**src/rtl/core/stbs_pkg.sv**
```systemverilog
// ----------------------------------------------------------------------------
// stbs_pkg
// Types and codes shared by the sorted table binary search core.
// ----------------------------------------------------------------------------
package stbs_pkg;

  localparam int KEY_W = 32;
  localparam int IDX_W = 4;

  localparam logic REQ_LOAD   = 1'b0;
  localparam logic REQ_SEARCH = 1'b1;

  localparam logic CFG_SEARCH_LOW  = 1'b0;
  localparam logic CFG_SEARCH_HIGH = 1'b1;

  localparam logic [IDX_W-1:0] SEARCH_LOW_RESET  = 4'd0;
  localparam logic [IDX_W-1:0] SEARCH_HIGH_RESET = 4'd15;

  typedef enum logic [1:0] {
    ST_IDLE   = 2'b01,
    ST_SEARCH = 2'b10
  } state_t;

  typedef struct packed {
    logic load_en;
    logic search_start;
    logic probe_step;
    logic result_load;
    logic result_probe;
  } dp_cmd_t;

  typedef struct packed {
    logic start_empty;
    logic probe_hit;
    logic probe_last;
  } dp_status_t;

endpackage

```
**src/rtl/core/stbs_ram.sv**
```systemverilog
// ----------------------------------------------------------------------------
// stbs_ram
// Generic simple dual port RAM, one write port and one registered read port.
// ----------------------------------------------------------------------------
module stbs_ram #(
  parameter int WIDTH = 32,
  parameter int DEPTH = 16
) (
  input  logic                     clk,
  input  logic                     we,
  input  logic [$clog2(DEPTH)-1:0] waddr,
  input  logic [WIDTH-1:0]         wdata,
  input  logic [$clog2(DEPTH)-1:0] raddr,
  output logic [WIDTH-1:0]         rdata
);

  logic [WIDTH-1:0] mem [DEPTH];

  always_ff @(posedge clk) begin
    if (we) begin
      mem[waddr] <= wdata;
    end
    rdata <= mem[raddr];
  end

endmodule

```
**src/rtl/core/stbs_ctrl.sv**
```systemverilog
// ----------------------------------------------------------------------------
// stbs_ctrl
// Controller: transaction handshakes, search sequencing and result valid.
// ----------------------------------------------------------------------------
module stbs_ctrl (
  input  logic                  clk,
  input  logic                  rst,
  input  logic                  in_valid,
  input  logic                  req_type,
  output logic                  in_stall,
  output logic                  out_valid,
  input  logic                  out_stall,
  input  stbs_pkg::dp_status_t  status,
  output stbs_pkg::dp_cmd_t     cmd
);
  import stbs_pkg::*;

  state_t state;
  state_t state_next;
  logic   out_valid_next;
  logic   out_free;

  assign out_free = !out_valid || !out_stall;

  always_comb begin
    state_next = state;
    cmd        = '0;
    in_stall   = 1'b1;
    case (state)
      ST_IDLE: begin
        in_stall = !out_free;
        if (in_valid && out_free) begin
          if (req_type == REQ_LOAD) begin
            cmd.load_en     = 1'b1;
            cmd.result_load = 1'b1;
          end else begin
            cmd.search_start = 1'b1;
            if (status.start_empty) begin
              cmd.result_load = 1'b1;
            end else begin
              state_next = ST_SEARCH;
            end
          end
        end
      end
      ST_SEARCH: begin
        if (status.probe_hit || status.probe_last) begin
          if (out_free) begin
            cmd.result_load  = 1'b1;
            cmd.result_probe = 1'b1;
            state_next       = ST_IDLE;
          end
        end else begin
          cmd.probe_step = 1'b1;
        end
      end
      default: begin
        state_next = ST_IDLE;
      end
    endcase
  end

  always_comb begin
    if (cmd.result_load) begin
      out_valid_next = 1'b1;
    end else if (!out_stall) begin
      out_valid_next = 1'b0;
    end else begin
      out_valid_next = out_valid;
    end
  end

  always_ff @(posedge clk) begin
    if (rst) begin
      state     <= ST_IDLE;
      out_valid <= 1'b0;
    end else begin
      state     <= state_next;
      out_valid <= out_valid_next;
    end
  end

endmodule

```
**src/rtl/core/stbs_dpath.sv**
```systemverilog
// ----------------------------------------------------------------------------
// stbs_dpath
// Datapath: window registers, table RAM, probe compare and result register.
// ----------------------------------------------------------------------------
module stbs_dpath #(
  parameter int TABLE_DEPTH = 16
) (
  input  logic                             clk,
  input  logic                             rst,
  input  logic                             cfg_we,
  input  logic                             cfg_index,
  input  logic [stbs_pkg::IDX_W-1:0]       cfg_data,
  input  logic [stbs_pkg::IDX_W-1:0]       entry_index,
  input  logic signed [stbs_pkg::KEY_W-1:0] value,
  input  stbs_pkg::dp_cmd_t                cmd,
  output stbs_pkg::dp_status_t             status,
  output logic                             found,
  output logic [stbs_pkg::IDX_W-1:0]       position
);
  import stbs_pkg::*;

  localparam int AW = $clog2(TABLE_DEPTH);

  logic [IDX_W-1:0]        search_low;
  logic [IDX_W-1:0]        search_high;
  logic signed [KEY_W-1:0] key;
  logic [IDX_W-1:0]        lo;
  logic [IDX_W-1:0]        hi;
  logic [IDX_W-1:0]        mid;
  logic                    mid_oob;

  logic [IDX_W:0]          cfg_sum;
  logic [IDX_W-1:0]        lo_step;
  logic [IDX_W-1:0]        hi_step;
  logic [IDX_W:0]          step_sum;
  logic [IDX_W-1:0]        mid_next;
  logic                    mid_oob_next;
  logic [AW+IDX_W-1:0]     raddr_ext;
  logic [AW+IDX_W-1:0]     waddr_ext;
  logic                    ram_we;
  logic [KEY_W-1:0]        rdata;
  logic signed [KEY_W-1:0] probe;
  logic                    key_lt;

  // configuration registers
  always_ff @(posedge clk) begin
    if (rst) begin
      search_low  <= SEARCH_LOW_RESET;
      search_high <= SEARCH_HIGH_RESET;
    end else if (cfg_we) begin
      case (cfg_index)
        CFG_SEARCH_LOW:  search_low  <= cfg_data;
        CFG_SEARCH_HIGH: search_high <= cfg_data;
        default: begin
        end
      endcase
    end
  end

  assign cfg_sum = {1'b0, search_low} + {1'b0, search_high};

  // probe compare
  assign probe  = mid_oob ? '0 : $signed(rdata);
  assign key_lt = key < probe;

  assign status.start_empty = search_low > search_high;
  assign status.probe_hit   = key == probe;
  assign status.probe_last  = key_lt ? (lo == mid) : (mid == hi);

  // next window
  always_comb begin
    lo_step = lo;
    hi_step = hi;
    if (key_lt) begin
      hi_step = mid - 4'd1;
    end else begin
      lo_step = mid + 4'd1;
    end
  end

  assign step_sum = {1'b0, lo_step} + {1'b0, hi_step};

  always_comb begin
    if (cmd.search_start) begin
      mid_next = cfg_sum[IDX_W:1];
    end else if (cmd.probe_step) begin
      mid_next = step_sum[IDX_W:1];
    end else begin
      mid_next = mid;
    end
  end

  assign mid_oob_next = 32'(mid_next) >= 32'(TABLE_DEPTH);
  assign raddr_ext    = {{AW{1'b0}}, mid_next};
  assign waddr_ext    = {{AW{1'b0}}, entry_index};
  assign ram_we       = cmd.load_en && (32'(entry_index) < 32'(TABLE_DEPTH));

  stbs_ram #(
    .WIDTH (KEY_W),
    .DEPTH (TABLE_DEPTH)
  ) u_table (
    .clk   (clk),
    .we    (ram_we),
    .waddr (waddr_ext[AW-1:0]),
    .wdata (value),
    .raddr (raddr_ext[AW-1:0]),
    .rdata (rdata)
  );

  always_ff @(posedge clk) begin
    mid     <= mid_next;
    mid_oob <= mid_oob_next;
    if (cmd.search_start) begin
      key <= value;
      lo  <= search_low;
      hi  <= search_high;
    end else if (cmd.probe_step) begin
      lo <= lo_step;
      hi <= hi_step;
    end
  end

  // result register
  always_ff @(posedge clk) begin
    if (cmd.result_load) begin
      if (cmd.result_probe) begin
        found    <= status.probe_hit;
        position <= status.probe_hit ? mid : '0;
      end else if (cmd.load_en) begin
        found    <= 1'b0;
        position <= entry_index;
      end else begin
        found    <= 1'b0;
        position <= '0;
      end
    end
  end

endmodule

```
**src/rtl/core/sorted_table_binary_search_core.sv**
```systemverilog
// ----------------------------------------------------------------------------
// sorted_table_binary_search_core
// Sorted table of signed words with a binary search over a configured window.
// ----------------------------------------------------------------------------
// Input channel (in_valid / in_stall): req_type selects a load, which writes
// value at entry_index, or a search for the key in value. Output channel
// (out_valid / out_stall) returns one transaction per input: found and the
// matched position, the written index for a load, or zero when not found.
// search_low and search_high bound every search window; write them through
// cfg_we / cfg_index / cfg_data while the core is idle.
// A load's result shows in the cycle after acceptance.
// A search makes one table read and compare per cycle in its probe loop:
// up to log2(window)+1 probes, five over sixteen entries. No new input is
// taken until the search's result is loaded and the controller is idle.
// A search over an empty window skips the probe loop and answers like a load.
// The result sits in an output register; a new transaction is accepted only
// while that register is empty or being read, never while a result is held
// back. A search that finishes while the receiver stalls holds its last
// probe until the register frees.
// Reset clears the handshake state and restores the window to indices 0
// through 15; table contents are undefined until loaded.
// ----------------------------------------------------------------------------
module sorted_table_binary_search_core #(
  parameter int TABLE_DEPTH = 16
) (
  input  logic                              clk,
  input  logic                              rst,
  input  logic                              cfg_we,
  input  logic                              cfg_index,
  input  logic [stbs_pkg::IDX_W-1:0]        cfg_data,
  input  logic                              in_valid,
  output logic                              in_stall,
  input  logic                              req_type,
  input  logic [stbs_pkg::IDX_W-1:0]        entry_index,
  input  logic signed [stbs_pkg::KEY_W-1:0] value,
  output logic                              out_valid,
  input  logic                              out_stall,
  output logic                              found,
  output logic [stbs_pkg::IDX_W-1:0]        position
);
  import stbs_pkg::*;

  dp_cmd_t    cmd;
  dp_status_t status;

  stbs_ctrl u_ctrl (
    .clk       (clk),
    .rst       (rst),
    .in_valid  (in_valid),
    .req_type  (req_type),
    .in_stall  (in_stall),
    .out_valid (out_valid),
    .out_stall (out_stall),
    .status    (status),
    .cmd       (cmd)
  );

  stbs_dpath #(
    .TABLE_DEPTH (TABLE_DEPTH)
  ) u_dpath (
    .clk         (clk),
    .rst         (rst),
    .cfg_we      (cfg_we),
    .cfg_index   (cfg_index),
    .cfg_data    (cfg_data),
    .entry_index (entry_index),
    .value       (value),
    .cmd         (cmd),
    .status      (status),
    .found       (found),
    .position    (position)
  );

endmodule

```
**config.mk**
```make
export PLATFORM = sky130hd
export DESIGN_NAME = sorted_table_binary_search_core
export DESIGN_NICKNAME = d
export VERILOG_FILES = /design/src/rtl/core/stbs_pkg.sv /design/src/rtl/core/stbs_ram.sv /design/src/rtl/core/stbs_ctrl.sv /design/src/rtl/core/stbs_dpath.sv /design/src/rtl/core/sorted_table_binary_search_core.sv
export SDC_FILE = /design/constraint.sdc
export NUM_CORES = 1
export LEC_CHECK = 0
export ABC_AREA = 1
export BUFFER_PORTS_ARGS = -buffer_cell sky130_fd_sc_hd__buf_2
export CORE_MARGIN = 8
export CORE_UTILIZATION = 30
export CTS_CLUSTER_DIAMETER = 50
export DETAILED_ROUTE_END_ITERATION = 8
export GPL_TIMING_DRIVEN = 0
export SLEW_MARGIN = 20
export SYNTH_ARGS = -nofsm -noshare
export SYNTH_HDL_FRONTEND = slang
export SYNTH_SLANG_ARGS = --single-unit
```
**constraint.sdc**
```tcl
create_clock -name clk -period 10.2 [get_ports clk]
set_clock_uncertainty 0.05 [all_clocks]
set_input_delay 0.51 -clock clk [delete_from_list [all_inputs] [get_ports clk]]
set_output_delay 0.51 -clock clk [all_outputs]
set_load 0.005 [all_outputs]
```
# == Yosys cells after proc, flatten, opt, wreduce, memory -nomap -nowiden ==
# Memory sizes are Yosys's and may differ from the RTL's. A register that Yosys moved wholly into a read port is not among the register bits.
# Index checks and enable logic that the tools add are counted.
# op_classes
n_addsub,4
magnitude_cmp,2
n_eq_ne,11
muxes,36
n_bitwise,1
reduce_logical,10
# op_table
cell,n
two-way mux 4 bit,11
== test 32 bit,1
less-than comparator 32 bit,1
two-way mux 2 bit,9
two-way mux 1 bit,14
adder 4 x 4 -> 5 bit,2
== test 4 bit,2
"!= test 2 x 1 -> 1 bit, second input constant",4
AND reduction 5 bit,1
"adder 4 x 1 -> 4 bit, second input constant",1
greater-than comparator 4 bit,1
"!= test 2 bit, second input constant",2
case mux 2 bit (2 select lines),1
AND reduction 2 bit,2
"subtractor 4 x 1 -> 4 bit, second input constant",1
zero test 1 bit,3
"== test 2 x 1 -> 1 bit, second input constant",1
"== test 2 bit, second input constant",1
logical OR 1 bit,2
case mux 1 bit (2 select lines),1
nonzero test 2 bit,1
logical AND 1 bit,1
NOT 1 bit,1
# word_totals
regBits,60
ramBits,512
out_inout_bits,7
elab_cells,75
mem_count,1
# memory_table
memory,depth,width,rd,rd_clocked_by_memory_dff,wr,line,text
u_dpath.u_table.mem,16,32,1,1,1,stbs_ram.sv:17,logic [WIDTH-1:0] mem [DEPTH];

# == Depth between registers and ports, before layout ==
# depth
ltp_word,7
depth_mapped,31
depth_no_buf,29

# == Modules after synthesis ==
# A second synthesis with hierarchy kept.
# unflattened
hier_cells,2541
area_unflattened_um2,26449.1
# by_module_without_submodules
mod,instances,cells_per_inst,area_per_inst_um2,seq_area_each_um2
stbs_ram,1,2120,22730.6,16015.4
stbs_dpath,1,382,3480.8,1591.5
stbs_ctrl,1,39,237.7,60.1

# == Worst setup path after synthesis ==
# No wires, ideal clock.
# synth_path
path_kind,register -> register
from,reg u_dpath.key[31]
to,"reg u_dpath.u_table.rdata[12], read port of u_dpath.u_table.mem"
setup_time_ns,0.113
arrival_time_ns,3.345
t_required_ns,10.037
slack_ns,6.691
path_stages_with_launch,25
n_path_buf,2
period_less_slack_ns,3.509
cell_sequence,edfxtp_1 -> ha_1 -> nand2_1 -> nor2_2 -> nand2_2 -> nor4_4 -> nand2_2 -> nand2_2 -> nand2_2 -> nand2_1 -> inv_1 -> o21ai_0 -> inv_1 -> fa_1 -> xor2_1 -> inv_1 -> nand4_1 -> nand3_1 -> nand2_2 -> buf_2 -> buf_2 -> nand3_1 -> nand3_1 -> nand3_1 -> nand2_1
# synth_via
elab_chain_len,7
word_cells_on_any_way,11
cone_classes,1 x add/sub; 1 x order compare; 1 x eq/ne; 7 x mux; 1 x reduce/logical
# synth_lines
item,line,text
from (decl),stbs_dpath.sv:26,logic signed [KEY_W-1:0] key;
from (signal assigned),stbs_dpath.sv:114,key <= value;
"parallel branches: the longest is 5 deep, another holds less-than comparator 32 bit",n/a,
two-way mux 4 bit *,stbs_dpath.sv:86,end else if (cmd.probe_step) begin
two-way mux 4 bit *,stbs_dpath.sv:84,if (cmd.search_start) begin
to (decl),stbs_ram.sv:14,output logic [WIDTH-1:0] rdata
# Every way passes the cells marked *.
# A chain may end at the register's enable or synchronous reset.

# == Worst setup path in the final report ==
# layout_path
from,reg u_dpath.key[15]
to,"reg u_dpath.u_table.rdata[2], read port of u_dpath.u_table.mem"
# Same word-level chain as after synthesis.

==> flow_summary.html <==
<table>
<tr><th>Metric</th><th>Value</th></tr>
<tr><th colspan="2">STA</th></tr>
<tr><td>Slew of the pin with the lowest slew margin</td><td>1.15 ns</td></tr>
<tr><td>Final Hold Violating Endpoints</td><td>0</td></tr>
<tr><td>Final Slew Violations</td><td>0</td></tr>
<tr><td>Final hold slack</td><td>0.0312 ns</td></tr>
<tr><td>Worst-case setup margin in the final layout</td><td>5.02 ns</td></tr>
<tr><td>Post-layout min period</td><td>5.18 ns</td></tr>
<tr><td>Summed negative setup slack over all endpoints</td><td>0 ns</td></tr>
<tr><td>Unrepaired setup endpoints after global routing</td><td>no</td></tr>
<tr><td>Share of the clock period used by the worst path</td><td>50.8%</td></tr>
<tr><td>Setup violations, final</td><td>0</td></tr>
<tr><td>Fmax achieved</td><td>0.193 GHz</td></tr>
<tr><td>Worst relative slew slack</td><td>22.7%</td></tr>
<tr><th colspan="2">Drt</th></tr>
<tr><td>Count of unresolved DRC violations after routing</td><td>0</td></tr>
<tr><td>Number of DRC markers after the initial detailed-route iteration</td><td>1778</td></tr>
<tr><td>Detail-routed via count per cell</td><td>4.74</td></tr>
<tr><td>Number of antenna-violating nets in the routed design</td><td>0</td></tr>
<tr><td>Vias post-DR</td><td>18400</td></tr>
<tr><td>Average wire length per cell after detail routing</td><td>19.4 microns</td></tr>
<tr><td>Total wire length</td><td>75300 microns</td></tr>
<tr><td>Number of search-and-repair iterations in the first detailed-routing pass</td><td>5</td></tr>
<tr><th colspan="2">CTS</th></tr>
<tr><td>Number of H-tree levels</td><td>3</td></tr>
<tr><td>CTS root buffer</td><td>clkbuf_16</td></tr>
<tr><td>TritonCTS clock tree</td><td>yes</td></tr>
<tr><td>Insertion delay to the later sink of the worst-skew pair</td><td>0.63 ns</td></tr>
<tr><td>Total number of clock tree sinks</td><td>604</td></tr>
<tr><td>Number of buffers on the longest clock path</td><td>3</td></tr>
<tr><td>Total clock buffers created by CTS</td><td>75</td></tr>
<tr><td>Clock transition at the register clock pins on the worst setup and hold paths after CTS</td><td>0.05 ns</td></tr>
<tr><td>Resize count post-CTS</td><td>0</td></tr>
<tr><td>Postcts setup bufs</td><td>0</td></tr>
<tr><td>Hold buffer count at CTS</td><td>0</td></tr>
<tr><th colspan="2">Floorplan</th></tr>
<tr><td>Horiz. Die Dim</td><td>316 microns</td></tr>
<tr><td>Number of placement rows</td><td>110</td></tr>
<tr><td>Core footprint</td><td>89600 sq um</td></tr>
<tr><td>Count of pins on the block boundary</td><td>54</td></tr>
<tr><td>Die Y-Extent</td><td>316 microns</td></tr>
<tr><td>Initial cell density of the core</td><td>30.1%</td></tr>
<tr><td>Die ar.</td><td>99800 sq um</td></tr>
<tr><th colspan="2">Finish</th></tr>
<tr><td>Final net count</td><td>2739</td></tr>
<tr><td>Most flop-heavy register</td><td>u_dpath.u_table.mem</td></tr>
<tr><td>Number of flip-flops in the largest register</td><td>512</td></tr>
<tr><td>Commonest cells after routing, fill and taps aside</td><td>nand3_1 (604), edfxtp_1 (557), inv_1 (466), nand2_1 (367), nand3b_1 (133)</td></tr>
<tr><td>Proportion of layout cells with a drive suffix above 1</td><td>12.1%</td></tr>
<tr><td>Layout fillers</td><td>8712</td></tr>
<tr><td>Layout-stage area growth over the synthesis result</td><td>18.2%</td></tr>
<tr><td>Most common library cell in the layout ignoring fill and taps</td><td>nand3_1</td></tr>
<tr><td>Final non-filler cell area</td><td>31900 sq um</td></tr>
<tr><td>Registers with the highest flip-flop counts</td><td>u_dpath.u_table.mem: 512 flops, u_dpath.key: 32 flops, u_dpath.u_table.rdata: 32 flops</td></tr>
<tr><th colspan="2">Critical path</th></tr>
<tr><td>Number of buffer and inverter instances along the worst setup path</td><td>5</td></tr>
<tr><td>Worst-path cell with the longest stage delay</td><td>clkbuf_1</td></tr>
<tr><td>List of cells traversed by the critical path</td><td>ha_1 -&gt; nand2_1 -&gt; inv_1 -&gt; nand3_1 -&gt; nor2_1 -&gt; nand2_1 -&gt; nand2_1 -&gt; nand2_2 -&gt; nand2_2 -&gt; nand2_2 -&gt; nand2_1 -&gt; inv_1 -&gt; o21ai_0 -&gt; inv_1 -&gt; fa_1 -&gt; nand3_1 -&gt; nand3_1 -&gt; o22ai_1 -&gt; nor2_2 -&gt; inv_1 -&gt; clkbuf_1 -&gt; nand3_1 -&gt; nand2_1</td></tr>
<tr><td>Max FO, Critical Path</td><td>10</td></tr>
<tr><td>Category of the worst setup path launch point</td><td>flip-flop</td></tr>
<tr><td>Category of the worst setup path capture point</td><td>flip-flop</td></tr>
<tr><td>Worst stage delay on the critical path</td><td>0.58 ns</td></tr>
<tr><td>Critical path arrival</td><td>5.66 ns</td></tr>
<tr><td>Cell type with the highest occurrence count on the critical path</td><td>nand2_1</td></tr>
<tr><td>Worst Path Required</td><td>10.69 ns</td></tr>
<tr><td>Worst setup path class</td><td>reg -&gt; reg</td></tr>
<tr><td>Dominant delay contributor by cell family on the critical path</td><td>simple AND/OR/NAND/NOR gates</td></tr>
<tr><th colspan="2">Synth</th></tr>
<tr><td>Netlist cell types</td><td>37</td></tr>
<tr><td>Number of nets in the synthesized netlist</td><td>2589</td></tr>
<tr><td>Ys async rst share</td><td>0%</td></tr>
<tr><td>Synthesized cell area</td><td>27000 sq um</td></tr>
<tr><td>Most used flip-flop cell after synthesis</td><td>edfxtp_1</td></tr>
<tr><td>Synth area leaders</td><td>edfxtp_1 (62%), nand3_1 (11%), inv_1 (6.5%)</td></tr>
<tr><td>Cell type contributing the most total cell area after synthesis</td><td>edfxtp_1</td></tr>
<tr><td>Seq/Total Area, Yosys</td><td>65.5%</td></tr>
<tr><td>Number of enable flip-flop cells after synthesis</td><td>557</td></tr>
<tr><td>Synthesized flop and latch total</td><td>604</td></tr>
<tr><td>Total number of yosys warnings</td><td>0</td></tr>
<tr><td>Top cell type's share of synthesized area</td><td>62.0%</td></tr>
<tr><td>Mean post-synth cell area</td><td>10.8 sq um</td></tr>
<tr><td>Number of instances in the synthesized netlist</td><td>2493</td></tr>
<tr><th colspan="2">Flow run</th></tr>
<tr><td>Max-cap viol count</td><td>0</td></tr>
<tr><th colspan="2">Global route</th></tr>
<tr><td>Antenna violations before repair</td><td>7</td></tr>
<tr><td>Overall global routing resource usage</td><td>15.0%</td></tr>
<tr><td>Wire length of the first global-routing pass</td><td>113000 microns</td></tr>
<tr><td>Global route total overflow</td><td>0</td></tr>
<tr><td>Maximum number of pins on one net before global-route repair</td><td>42</td></tr>
<tr><td>Vias in the first global route</td><td>18300</td></tr>
<tr><th colspan="2">Pwr</th></tr>
<tr><td>Power density over the cells</td><td>286 nW/um^2</td></tr>
<tr><td>Worst IR Drop VDD</td><td>0.146 mV</td></tr>
<tr><td>Static leakage</td><td>13.0 nW</td></tr>
<tr><td>Power, Total</td><td>0.00914 W</td></tr>
<tr><th colspan="2">Placement</th></tr>
<tr><td>Number of I/O port buffers</td><td>53</td></tr>
<tr><td>HPWL after DPL</td><td>51900 microns</td></tr>
<tr><td>Placed Area</td><td>29400 sq um</td></tr>
<tr><td>Global placer's final weighted congestion</td><td>0.841</td></tr>
<tr><td>Worst-case setup slack after placement</td><td>5.09 ns</td></tr>
<tr><th colspan="2">Worst hold path</th></tr>
<tr><td>Hold Path Class</td><td>in -&gt; reg</td></tr>
<tr><th colspan="2">Run status</th></tr>
<tr><td>Result of the run</td><td>complete, no violations</td></tr>
</table>
stage by stage:
stage	std cells	util (%)
3_3_place_gp	3722	32.1
3_5_place_dp	3742	32.8
6_report	3885	35.6
4_1_cts	3882	35.6
2_1_floorplan	2493	-
5_1_grt	3882	35.6
layer usage:
layer  global-route usage (%)  up-vias  share of wire [%]
met2                     25.2      665                 48
met4                     5.24        8                2.7
met1                     19.2     8874                 42
met3                     2.97      136                7.2
li1                         -     8718                  -
met5                        0        -              0.073
cells in the mapped netlist, types with 8 or more instances:
cell,number
nand3_1,604
edfxtp_1,557
inv_1,466
nand2_1,367
nand3b_1,133
buf_2,64
dfxtp_1,47
ha_1,47
nor2_1,40
clkbuf_1,33
o21ai_0,26
a21oi_1,22
buf_4,20
buf_6,16
nand2_2,8
where the power goes:
| group | leakage [nW] | switching [W] | internal, W |
|---|---|---|---|
| clock | 1.22 | 0.00106 | 0.00162 |
| combinational | 6.37 | 0.00245 | 0.00110 |
| sequential | 5.42 | 0.0000397 | 0.00288 |
| total | 13.0 | 0.00355 | 0.00559 |
area by class of cell:
class	instances	area, sq um	share of cell area, %
Buffer	135	786	2.46
Inverter	469	1760	5.52
Antenna cell	3	7.51	0.0235
Clock buffer	102	2100	6.59
Sequential cell	604	17700	55.4
Tap cell	1176	1470	4.61
Timing Repair Buffer	73	793	2.49
Multi-Input combinational cell	1285	6900	21.6
Clock inverter	38	418	1.31
worst paths after layout:
path | from | to | slack [ns] | cells after the start
max | u_dpath.key[15] | u_dpath.u_table.rdata[2] | 5.02 | 23
min | rst | u_ctrl.out_valid | 0.03 | 2
max reg2reg | u_dpath.key[15] | u_dpath.u_table.rdata[2] | 5.02 | 23
min reg2reg | u_ctrl.state[1] | u_ctrl.state[1] | 0.44 | 2
worst register-to-register path, delay by kind of cell (launching register included):
family | cells | cell delay, ns
buf+inv | 5 | 1.13
fa+ha+maj | 2 | 0.77
simple gates | 14 | 2.23
compound gates | 2 | 0.54
flops | 1 | 0.38
kinds of logic after synthesis:
logic type               count (synthesis)  synth area share, %
XOR/XNOR                                 8                0.260
AO/OA/AOI/OAI                           61                 1.24
AND/OR/NAND/NOR                       1167                 21.3
adder cells (fa/ha/maj)                 49                 2.33
flip-flops                             604                 65.5
buffers and inverters                  604                 9.42
(Power assumes the default switching activity.)
